`src/sv/kte_pkg.sv`:
```
// Shared types and constants for the keyframe tangent estimator.
// No dependencies; imported by kte_slope and keyframe_tangent_estimator.
package kte_pkg;

    localparam int KEY_W = 32;
    localparam int TOL_W = 16;

    localparam logic [KEY_W-1:0] SLOPE_MAX = {1'b0, {(KEY_W-1){1'b1}}};
    localparam logic [KEY_W-1:0] SLOPE_MIN = {1'b1, {(KEY_W-1){1'b0}}};

    // One stored key: unsigned time, signed value (both fixed point).
    typedef struct packed {
        logic [KEY_W-1:0] key_time;
        logic [KEY_W-1:0] key_value;
    } t_key;

    // One tangent: slope and the infinite flag.
    typedef struct packed {
        logic [KEY_W-1:0] slope;
        logic             inf;
    } t_slope;

endpackage

```
`src/sv/kte_slope.sv`:
```
// Bit-serial slope unit: (dv << FRAC_BITS) / dt, truncated and saturated; infinite flag if |dt| <= tol.
// Depends on kte_pkg for t_key, t_slope and the saturation constants.
module kte_slope
    import kte_pkg::*;
#(
    parameter int FRAC_BITS = 16
) (
    input  logic             i_clk,
    input  logic             i_rst_n,
    input  logic             i_start,
    input  t_key             i_key_a,
    input  t_key             i_key_b,
    input  logic [TOL_W-1:0] i_tol,
    output logic             o_done,
    output t_slope           o_res
);

    localparam int NW  = KEY_W + 1 + FRAC_BITS;   // numerator magnitude width
    localparam int HW  = NW - KEY_W;              // bits above the quotient window
    localparam int CNT_W = $clog2(KEY_W);

    localparam logic [2:0] P_IDLE = 3'd0;
    localparam logic [2:0] P_ABS  = 3'd1;
    localparam logic [2:0] P_CHK  = 3'd2;
    localparam logic [2:0] P_RUN  = 3'd3;
    localparam logic [2:0] P_FIX  = 3'd4;

    logic [2:0]       r_phase, n_phase;
    logic [KEY_W:0]   r_dt, n_dt;
    logic [KEY_W:0]   r_dv, n_dv;
    logic [KEY_W-1:0] r_dmag, n_dmag;
    logic [KEY_W:0]   r_nmag, n_nmag;
    logic             r_neg, n_neg;
    logic [KEY_W-1:0] r_rem, n_rem;
    logic [KEY_W-1:0] r_quo, n_quo;
    logic [CNT_W-1:0] r_cnt, n_cnt;
    logic             r_done, n_done;
    t_slope           r_res, n_res;

    logic [NW-1:0]    numer;
    logic [HW-1:0]    numer_hi;
    logic [KEY_W:0]   trial;
    logic [KEY_W:0]   diff;

    always_comb begin
        n_phase = r_phase;
        n_dt    = r_dt;
        n_dv    = r_dv;
        n_dmag  = r_dmag;
        n_nmag  = r_nmag;
        n_neg   = r_neg;
        n_rem   = r_rem;
        n_quo   = r_quo;
        n_cnt   = r_cnt;
        n_done  = 1'b0;
        n_res   = r_res;

        numer    = NW'(r_nmag) << FRAC_BITS;
        numer_hi = numer[NW-1:KEY_W];
        trial    = {r_rem, r_quo[KEY_W-1]};
        diff     = trial - {1'b0, r_dmag};

        case (r_phase)
            P_IDLE: begin
                if (i_start) begin
                    n_dt = {1'b0, i_key_b.key_time} - {1'b0, i_key_a.key_time};
                    n_dv = {i_key_b.key_value[KEY_W-1], i_key_b.key_value}
                         - {i_key_a.key_value[KEY_W-1], i_key_a.key_value};
                    n_phase = P_ABS;
                end
            end
            P_ABS: begin
                // take magnitudes; the quotient sign is kept aside
                n_dmag  = r_dt[KEY_W] ? KEY_W'(~r_dt + 1'b1) : r_dt[KEY_W-1:0];
                n_nmag  = r_dv[KEY_W] ? (~r_dv + 1'b1) : r_dv;
                n_neg   = r_dt[KEY_W] ^ r_dv[KEY_W];
                n_phase = P_CHK;
            end
            P_CHK: begin
                if (r_dmag <= KEY_W'(i_tol)) begin
                    n_res   = '{slope: '0, inf: 1'b1};
                    n_done  = 1'b1;
                    n_phase = P_IDLE;
                end else if (KEY_W'(numer_hi) >= r_dmag) begin
                    // quotient reaches 2^32: saturate without dividing
                    n_res   = '{slope: (r_neg ? SLOPE_MIN : SLOPE_MAX), inf: 1'b0};
                    n_done  = 1'b1;
                    n_phase = P_IDLE;
                end else begin
                    n_rem   = KEY_W'(numer_hi);
                    n_quo   = numer[KEY_W-1:0];
                    n_cnt   = '0;
                    n_phase = P_RUN;
                end
            end
            P_RUN: begin
                // one quotient bit per cycle, shifted in as the dividend shifts out
                if (!diff[KEY_W]) begin
                    n_rem = diff[KEY_W-1:0];
                    n_quo = {r_quo[KEY_W-2:0], 1'b1};
                end else begin
                    n_rem = trial[KEY_W-1:0];
                    n_quo = {r_quo[KEY_W-2:0], 1'b0};
                end
                n_cnt = r_cnt + 1'b1;
                if (r_cnt == CNT_W'(KEY_W - 1)) begin
                    n_phase = P_FIX;
                end
            end
            P_FIX: begin
                if (!r_neg) begin
                    n_res.slope = r_quo[KEY_W-1] ? SLOPE_MAX : r_quo;
                end else if (r_quo[KEY_W-1] && |r_quo[KEY_W-2:0]) begin
                    n_res.slope = SLOPE_MIN;
                end else begin
                    n_res.slope = ~r_quo + 1'b1;
                end
                n_res.inf = 1'b0;
                n_done    = 1'b1;
                n_phase   = P_IDLE;
            end
            default: begin
                n_phase = P_IDLE;
            end
        endcase
    end

    always_ff @(posedge i_clk) begin
        if (!i_rst_n) begin
            r_phase <= P_IDLE;
            r_done  <= 1'b0;
        end else begin
            r_phase <= n_phase;
            r_done  <= n_done;
        end
        r_dt   <= n_dt;
        r_dv   <= n_dv;
        r_dmag <= n_dmag;
        r_nmag <= n_nmag;
        r_neg  <= n_neg;
        r_rem  <= n_rem;
        r_quo  <= n_quo;
        r_cnt  <= n_cnt;
        r_res  <= n_res;
    end

    assign o_done = r_done;
    assign o_res  = r_res;

endmodule

```
`src/sv/keyframe_tangent_estimator.sv`:
```
// Keyframe tangent estimator top level: key store, sequencer, output register.
// Depends on kte_pkg and kte_slope (bit-serial slope divider).
// A held key leaves after its successor is accepted and its slope is done, or after
// both the central and the end slope are done when a curve's last key needs both.
// Keys are taken one at a time: the input is held while the 32-step shift-subtract
// loop in kte_slope runs and the key is emitted, longer for a curve's last key; a slope
// inside the tolerance or one that saturates ends early, and the first key of a curve
// is only stored.
// Reset (synchronous, active low) clears the sequencer, the held-key state and the
// output valid, and sets the time tolerance to 1; stored keys need no clearing.
module keyframe_tangent_estimator
    import kte_pkg::*;
#(
    parameter int FRAC_BITS = 16
) (
    input  logic                 i_clk,
    input  logic                 i_rst_n,
    // configuration write: time_tolerance
    input  logic                 i_cfg_valid,
    output logic                 o_cfg_ready,
    input  logic [TOL_W-1:0]     i_cfg_data,
    // key request in
    input  logic                 s_axis_tvalid,
    output logic                 s_axis_tready,
    input  logic [2*KEY_W-1:0]   s_axis_tdata,  // key_time, key_value
    input  logic                 s_axis_tlast,  // last_key
    // key with tangents out
    output logic                 m_axis_tvalid,
    input  logic                 m_axis_tready,
    output logic [4*KEY_W-1:0]   m_axis_tdata,  // out_time, out_value, in_slope, out_slope
    output logic [1:0]           m_axis_tuser,  // in_infinite, out_infinite
    output logic                 m_axis_tlast   // curve_end
);

    // sequencer states
    localparam logic [2:0] S_IDLE   = 3'd0;  // wait for a key
    localparam logic [2:0] S_LAUNCH = 3'd1;  // start one slope
    localparam logic [2:0] S_WAIT   = 3'd2;  // wait for the slope unit
    localparam logic [2:0] S_PUT1   = 3'd3;  // emit the held key
    localparam logic [2:0] S_PUT2   = 3'd4;  // emit the curve's last key

    localparam logic [1:0] HELD_NONE  = 2'd0;
    localparam logic [1:0] HELD_FIRST = 2'd1;
    localparam logic [1:0] HELD_INNER = 2'd2;

    logic [2:0]       r_state, n_state;
    logic [1:0]       r_held, n_held;
    logic [TOL_W-1:0] r_tol, n_tol;
    t_key             r_older, n_older;
    t_key             r_recent, n_recent;
    t_key             r_new, n_new;
    logic             r_last, n_last;
    logic             r_calc_a, n_calc_a;    // current slope is older -> new
    t_slope           r_sa, n_sa;            // central slope
    t_slope           r_sb, n_sb;            // slope recent -> new

    logic               r_ovalid, n_ovalid;
    logic [4*KEY_W-1:0] r_odata, n_odata;
    logic [1:0]         r_ouser, n_ouser;
    logic               r_olast, n_olast;

    logic   in_req;
    logic   out_free;
    logic   slope_start;
    logic   slope_done;
    t_slope slope_res;
    t_key   slope_base;
    t_key   in_key;
    t_slope in_tan;
    t_slope out_tan;

    assign in_key   = '{key_time: s_axis_tdata[KEY_W-1:0],
                        key_value: s_axis_tdata[2*KEY_W-1:KEY_W]};
    assign in_req   = s_axis_tvalid && s_axis_tready;
    assign out_free = !r_ovalid || m_axis_tready;

    assign s_axis_tready = (r_state == S_IDLE);
    assign o_cfg_ready   = 1'b1;
    assign slope_start   = (r_state == S_LAUNCH);
    assign slope_base    = r_calc_a ? r_older : r_recent;

    kte_slope #(
        .FRAC_BITS (FRAC_BITS)
    ) u_slope (
        .i_clk   (i_clk),
        .i_rst_n (i_rst_n),
        .i_start (slope_start),
        .i_key_a (slope_base),
        .i_key_b (r_new),
        .i_tol   (r_tol),
        .o_done  (slope_done),
        .o_res   (slope_res)
    );

    // tangents of the held key: first key gets a zero in tangent
    always_comb begin
        if (r_held == HELD_FIRST) begin
            in_tan  = '0;
            out_tan = r_sb;
        end else begin
            in_tan  = r_sa;
            out_tan = r_sa;
        end
    end

    always_comb begin
        n_state  = r_state;
        n_held   = r_held;
        n_tol    = r_tol;
        n_older  = r_older;
        n_recent = r_recent;
        n_new    = r_new;
        n_last   = r_last;
        n_calc_a = r_calc_a;
        n_sa     = r_sa;
        n_sb     = r_sb;
        n_ovalid = r_ovalid;
        n_odata  = r_odata;
        n_ouser  = r_ouser;
        n_olast  = r_olast;

        if (i_cfg_valid) begin
            n_tol = i_cfg_data;
        end

        // drop the output once taken; a load below overrides this
        if (r_ovalid && m_axis_tready) begin
            n_ovalid = 1'b0;
        end

        case (r_state)
            S_IDLE: begin
                if (in_req) begin
                    n_new  = in_key;
                    n_last = s_axis_tlast;
                    if (r_held == HELD_NONE) begin
                        if (s_axis_tlast) begin
                            // lone key: both tangents zero
                            n_sb    = '0;
                            n_state = S_PUT2;
                        end else begin
                            n_recent = in_key;
                            n_held   = HELD_FIRST;
                        end
                    end else begin
                        n_calc_a = (r_held == HELD_INNER);
                        n_state  = S_LAUNCH;
                    end
                end
            end
            S_LAUNCH: begin
                n_state = S_WAIT;
            end
            S_WAIT: begin
                if (slope_done) begin
                    if (r_calc_a) begin
                        n_sa = slope_res;
                        if (r_last) begin
                            // the last key still needs its own in tangent
                            n_calc_a = 1'b0;
                            n_state  = S_LAUNCH;
                        end else begin
                            n_state = S_PUT1;
                        end
                    end else begin
                        n_sb    = slope_res;
                        n_state = S_PUT1;
                    end
                end
            end
            S_PUT1: begin
                if (out_free) begin
                    n_ovalid = 1'b1;
                    n_odata  = {out_tan.slope, in_tan.slope,
                                r_recent.key_value, r_recent.key_time};
                    n_ouser  = {out_tan.inf, in_tan.inf};
                    n_olast  = 1'b0;
                    if (r_last) begin
                        n_state = S_PUT2;
                    end else begin
                        // advance the key window
                        n_older  = r_recent;
                        n_recent = r_new;
                        n_held   = HELD_INNER;
                        n_state  = S_IDLE;
                    end
                end
            end
            S_PUT2: begin
                if (out_free) begin
                    n_ovalid = 1'b1;
                    n_odata  = {{KEY_W{1'b0}}, r_sb.slope,
                                r_new.key_value, r_new.key_time};
                    n_ouser  = {1'b0, r_sb.inf};
                    n_olast  = 1'b1;
                    n_held   = HELD_NONE;
                    n_state  = S_IDLE;
                end
            end
            default: begin
                n_state = S_IDLE;
            end
        endcase
    end

    always_ff @(posedge i_clk) begin
        if (!i_rst_n) begin
            r_state  <= S_IDLE;
            r_held   <= HELD_NONE;
            r_tol    <= TOL_W'(1);
            r_ovalid <= 1'b0;
        end else begin
            r_state  <= n_state;
            r_held   <= n_held;
            r_tol    <= n_tol;
            r_ovalid <= n_ovalid;
        end
        r_older  <= n_older;
        r_recent <= n_recent;
        r_new    <= n_new;
        r_last   <= n_last;
        r_calc_a <= n_calc_a;
        r_sa     <= n_sa;
        r_sb     <= n_sb;
        r_odata  <= n_odata;
        r_ouser  <= n_ouser;
        r_olast  <= n_olast;
    end

    assign m_axis_tvalid = r_ovalid;
    assign m_axis_tdata  = r_odata;
    assign m_axis_tuser  = r_ouser;
    assign m_axis_tlast  = r_olast;

endmodule
```
`config.mk`:
```
export PLATFORM = sky130hd
export DESIGN_NAME = keyframe_tangent_estimator
export DESIGN_NICKNAME = d
export VERILOG_FILES = /design/src/sv/kte_pkg.sv /design/src/sv/kte_slope.sv /design/src/sv/keyframe_tangent_estimator.sv
export SDC_FILE = /design/constraint.sdc
export NUM_CORES = 1
export LEC_CHECK = 0
export BUFFER_PORTS_ARGS = -buffer_cell sky130_fd_sc_hd__buf_2
export CAP_MARGIN = 15
export CORE_MARGIN = 5
export CORE_UTILIZATION = 61
export DETAILED_ROUTE_END_ITERATION = 12
export PLACE_DENSITY = 0.85
export SLEW_MARGIN = 20
export SYNTH_ARGS = -nofsm -noshare
export SYNTH_HDL_FRONTEND = slang
export SYNTH_SLANG_ARGS = --single-unit
```
`constraint.sdc`:
```
create_clock -name i_clk -period 10.41 [get_ports i_clk]
set_input_delay 1.5615 -clock i_clk [delete_from_list [all_inputs] [get_ports i_clk]]
set_output_delay 1.5615 -clock i_clk [all_outputs]
set_load 0.05 [all_outputs]
```
==> metrics.md <==
| Metric | Value |
|---|---|
| Status | completed |
| Dpl hpwl | 53.38 mm |
| Xor/xnor share of the synthesized area | under 10% |
| Vias in the first global route | 22470 |
| Most frequent cells in the layout | edfxtp_1 (625), nand2_1 (548), buf_2 (218), ha_1 (134), o21ai_0 (132) |
| DRT Pass-1 Iters | 6 |
| Max Buffers Root-to-Sink | 3 |
| Most common cell after layout, fill and taps aside | edfxtp_1 |
| Via count | 22930 |
| Avg Cell Area, Syn | 11.54 µm² |
| DRT iter0 DRCs | 2115 |
| Synthesized flop and latch total | 651 |
| Adder-Cell Fraction of Synth Area | 5.379% |
| Total track usage | about a quarter |
| Mux cell area share after synthesis | between 2 and 3% |
| Synth cell types | 75 |
| First-pass GRT wire length | between 100 and 150 mm |
| CTS Buf Count | 68 |
| Core Region | 52450 µm² |
| RSZ-0062 raised after global routing | false |
| Post-synth EDFFs | 625 |
| Ys flop type | edfxtp_1 |
| Clock Tree Root | clkbuf_16 |
| Largest net degree at the start of global routing | 73 |
| F_max | about 190 MHz |
| Reg2Reg Depth | 13 |
| Clock Pin Slew Worst Setup and Hold Paths | 0.06 ns |
| Yosys warnings | 0 |
| Yosys top cell by area | edfxtp_1 |
| Tcrit/Tclk final | around 50% |
| Chip width | about 240 µm |
| CP Launch Type | flop |
| Power per Cell Area | 328.9 nW/µm² |
| Routability cong. | 0.9734 |
| HP Class | flop to flop |
| Area Growth Syn to Fin | 12.27% |
| # setup viols final | 0 |
| Initial antenna violation count | 1 |
| Port Buf Inserts | 218 |
| Initial core utilization | 61.56% |
| Synth async-reset ratio | 0% |
| Worst endpoint required time | around 11 ns |
| Compound-Gate Fraction of Synth Area | between 10 and 15% |
| Ant diodes | 0 |
| Sink Count | 651 |
| Hold depth | 0 |
| Setup TNS | 0 ns |
| Drt drc | 0 |
| Critical Path AT | 5.62 ns |
| Relative slew margins | 25.33% |
| Final min period | ~5.2 ns |
| DR vias/cell | 6.131 |
| Clock skew | 0.02983 ns |
| # resized after CTS | 0 |
| Synth Cell Area | 32280 µm² |
| CP endpoint kind | flop |
| Wirelength, routed | roughly 77 mm |
| Layout cells sized above 1 | 12.68% |
| Post-synthesis simple-gate area fraction | 13.50% |
| Skew-Pair Late Insertion Delay | approximately 0.61 ns |
| Hold Fails Final Rpt | 0 |
| Maxcap violations | 0 |
| Register area share after synthesis | 59.75% |
| Drt wl/cell | 20.50 µm |
| Leakage power | 0.01431 µW |
| Critical setup path kind | flop to flop |
| Peak VDD IR | 0.2642 mV |
| Post-CTS setup buffer count | 0 |
| Routed Antenna Nets | 0 |
| Worst Path Max Fanout | 20 |
| Post-CTS Hold Buffers | 0 |
| Area share of the largest cell type after synthesis | 58.14% |
| Tot Pwr | 11920 µW |
| Overflow after GRT | 0 |
| Final Slew Violations | 0 |
| Worst-Margin Slew | 1.118 ns |
| Core Rows | 84 |
| Ranking of synthesized cells by area | edfxtp_1 (58%), nand2_1 (6.4%), ha_1 (5.2%) |
| Largest family of logic cells by synthesized area | simple AND/OR/NAND/NOR gates |
| Mapped Cells | 2797 |
| I/O pin cnt | 220 |
| Max H-tree Level | 3 |
| Syn Nets | 3020 |
| Die Y-Extent | 240.1 µm |
| Final hold slack | 0.4399 ns |
| CTS tree | yes |
| Die area | 57620 µm² |
| Nets | 3229 |
[power breakdown]
group / switching, µW / total (µW) / internal (µW)
clock network: 999 / 2330 / 1330
registers: 508 / 4640 / 4130
logic: 3310 / 4950 / 1640
total: 4820 / 11900 / 7100
[synthesized netlist by cell type, types with 8 or more instances]
cell and instances:
a211o_1 11, a211oi_1 26, a21o_1 65, a21oi_1 127, a22o_1 66, a31oi_1 22, and2_1 40, and3_1 30
clkbuf_1 97, dfxtp_1 26, edfxtp_1 625, ha_1 134, inv_1 103, mux2i_1 90, nand2_1 549, nand2b_1 23
nand3_1 35, nand4_1 10, nor2_1 130, nor2b_1 30, nor3_1 49, nor4_1 15, o211ai_1 12, o21a_1 18
o21ai_0 132, o21bai_1 11, o22ai_1 22, o31a_1 8, o31ai_1 33, o41ai_1 10, or2_2 8, or3_1 17
or4_1 15, xnor2_1 97, xor2_1 33
[flip-flops by register name, summed over array words and instances (netlist names), 32 cells and up]
| register | cells |
|---|---|
| m_axis_tdata | 128 |
| r_new | 64 |
| r_older | 64 |
| r_recent | 64 |
| r_sa | 33 |
| r_sb | 33 |
| u_slope.o_res | 33 |
| u_slope.r_dt | 33 |
| u_slope.r_dv | 33 |
| u_slope.r_nmag | 33 |
| u_slope.r_dmag | 32 |
| u_slope.r_quo | 32 |
| u_slope.r_rem | 32 |
[layer usage]
layer | wire length (µm) | track usage (%)
met5 | 17 | 0
met4 | 1737 | 6.964
met1 | 31860 | 35.71
met2 | 37670 | 44.27
met3 | 5368 | 4.359
[layout make-up]
class	instances	area (µm²)
Clock buffer	80	1789
Clock inverter	35	326.6
Fill cell	3580	16200
Inverter	104	390.4
Multi-Input combinational cell	1935	12290
Sequential cell	651	19290
Tap cell	688	860.8
Timing Repair Buffer	246	1301
[through the flow]
stage | cell area [µm²] | std cells | setup slack [ns] | utilization (%)
finish | 36240 | 3739 | 5.226 | 69.11
detailed placement | 34130 | 3624 | 5.297 | 65.08
floorplan | 32280 | 2797 | 1.640 | -
CTS | 36240 | 3739 | 5.245 | 69.11
global placement | 34130 | 3624 | 5.354 | 65.07
global route | 36240 | 3739 | 4.910 | 69.11
[worst paths after layout]
check	startpoint	to	slack [ns]
worst max-delay path	u_slope.r_quo[31]	u_slope.r_rem[23]	5.23
worst min register to register	u_slope.o_res[17]	r_sa[17]	0.44
worst max register to register	u_slope.r_quo[31]	u_slope.r_rem[23]	5.23
worst min-delay path	u_slope.o_res[17]	r_sa[17]	0.44
[worst max-delay path: stages, from the launching register on]
cell	delay, ns
edfxtp_1	0.86
inv_1	0.29
ha_1	0.32
fa_1	0.39
nand2b_1	0.17
a21o_1	0.18
a31o_2	0.26
o21ai_1	0.35
a21oi_1	0.19
mux2_2	0.42
nor2_1	0.81
buf_4	0.37
nand2_1	0.17
o22ai_1	0.21
[kinds of logic (layout without fill, tap and decap cells)]
| family | count (synthesis) | in the layout |
|---|---|---|
| AOI/OAI and AO/OA | 602 | 602 |
| xor gates and xnor gates | 130 | 130 |
| adders and majority gates | 137 | 137 |
| buffers and inverters | 211 | 465 |
| DFF | 651 | 651 |
| muxes | 94 | 94 |
| other | 1 | 1 |
| and+or+nand+nor | 971 | 971 |
Note: power is estimated with default switching activity, not from simulation.
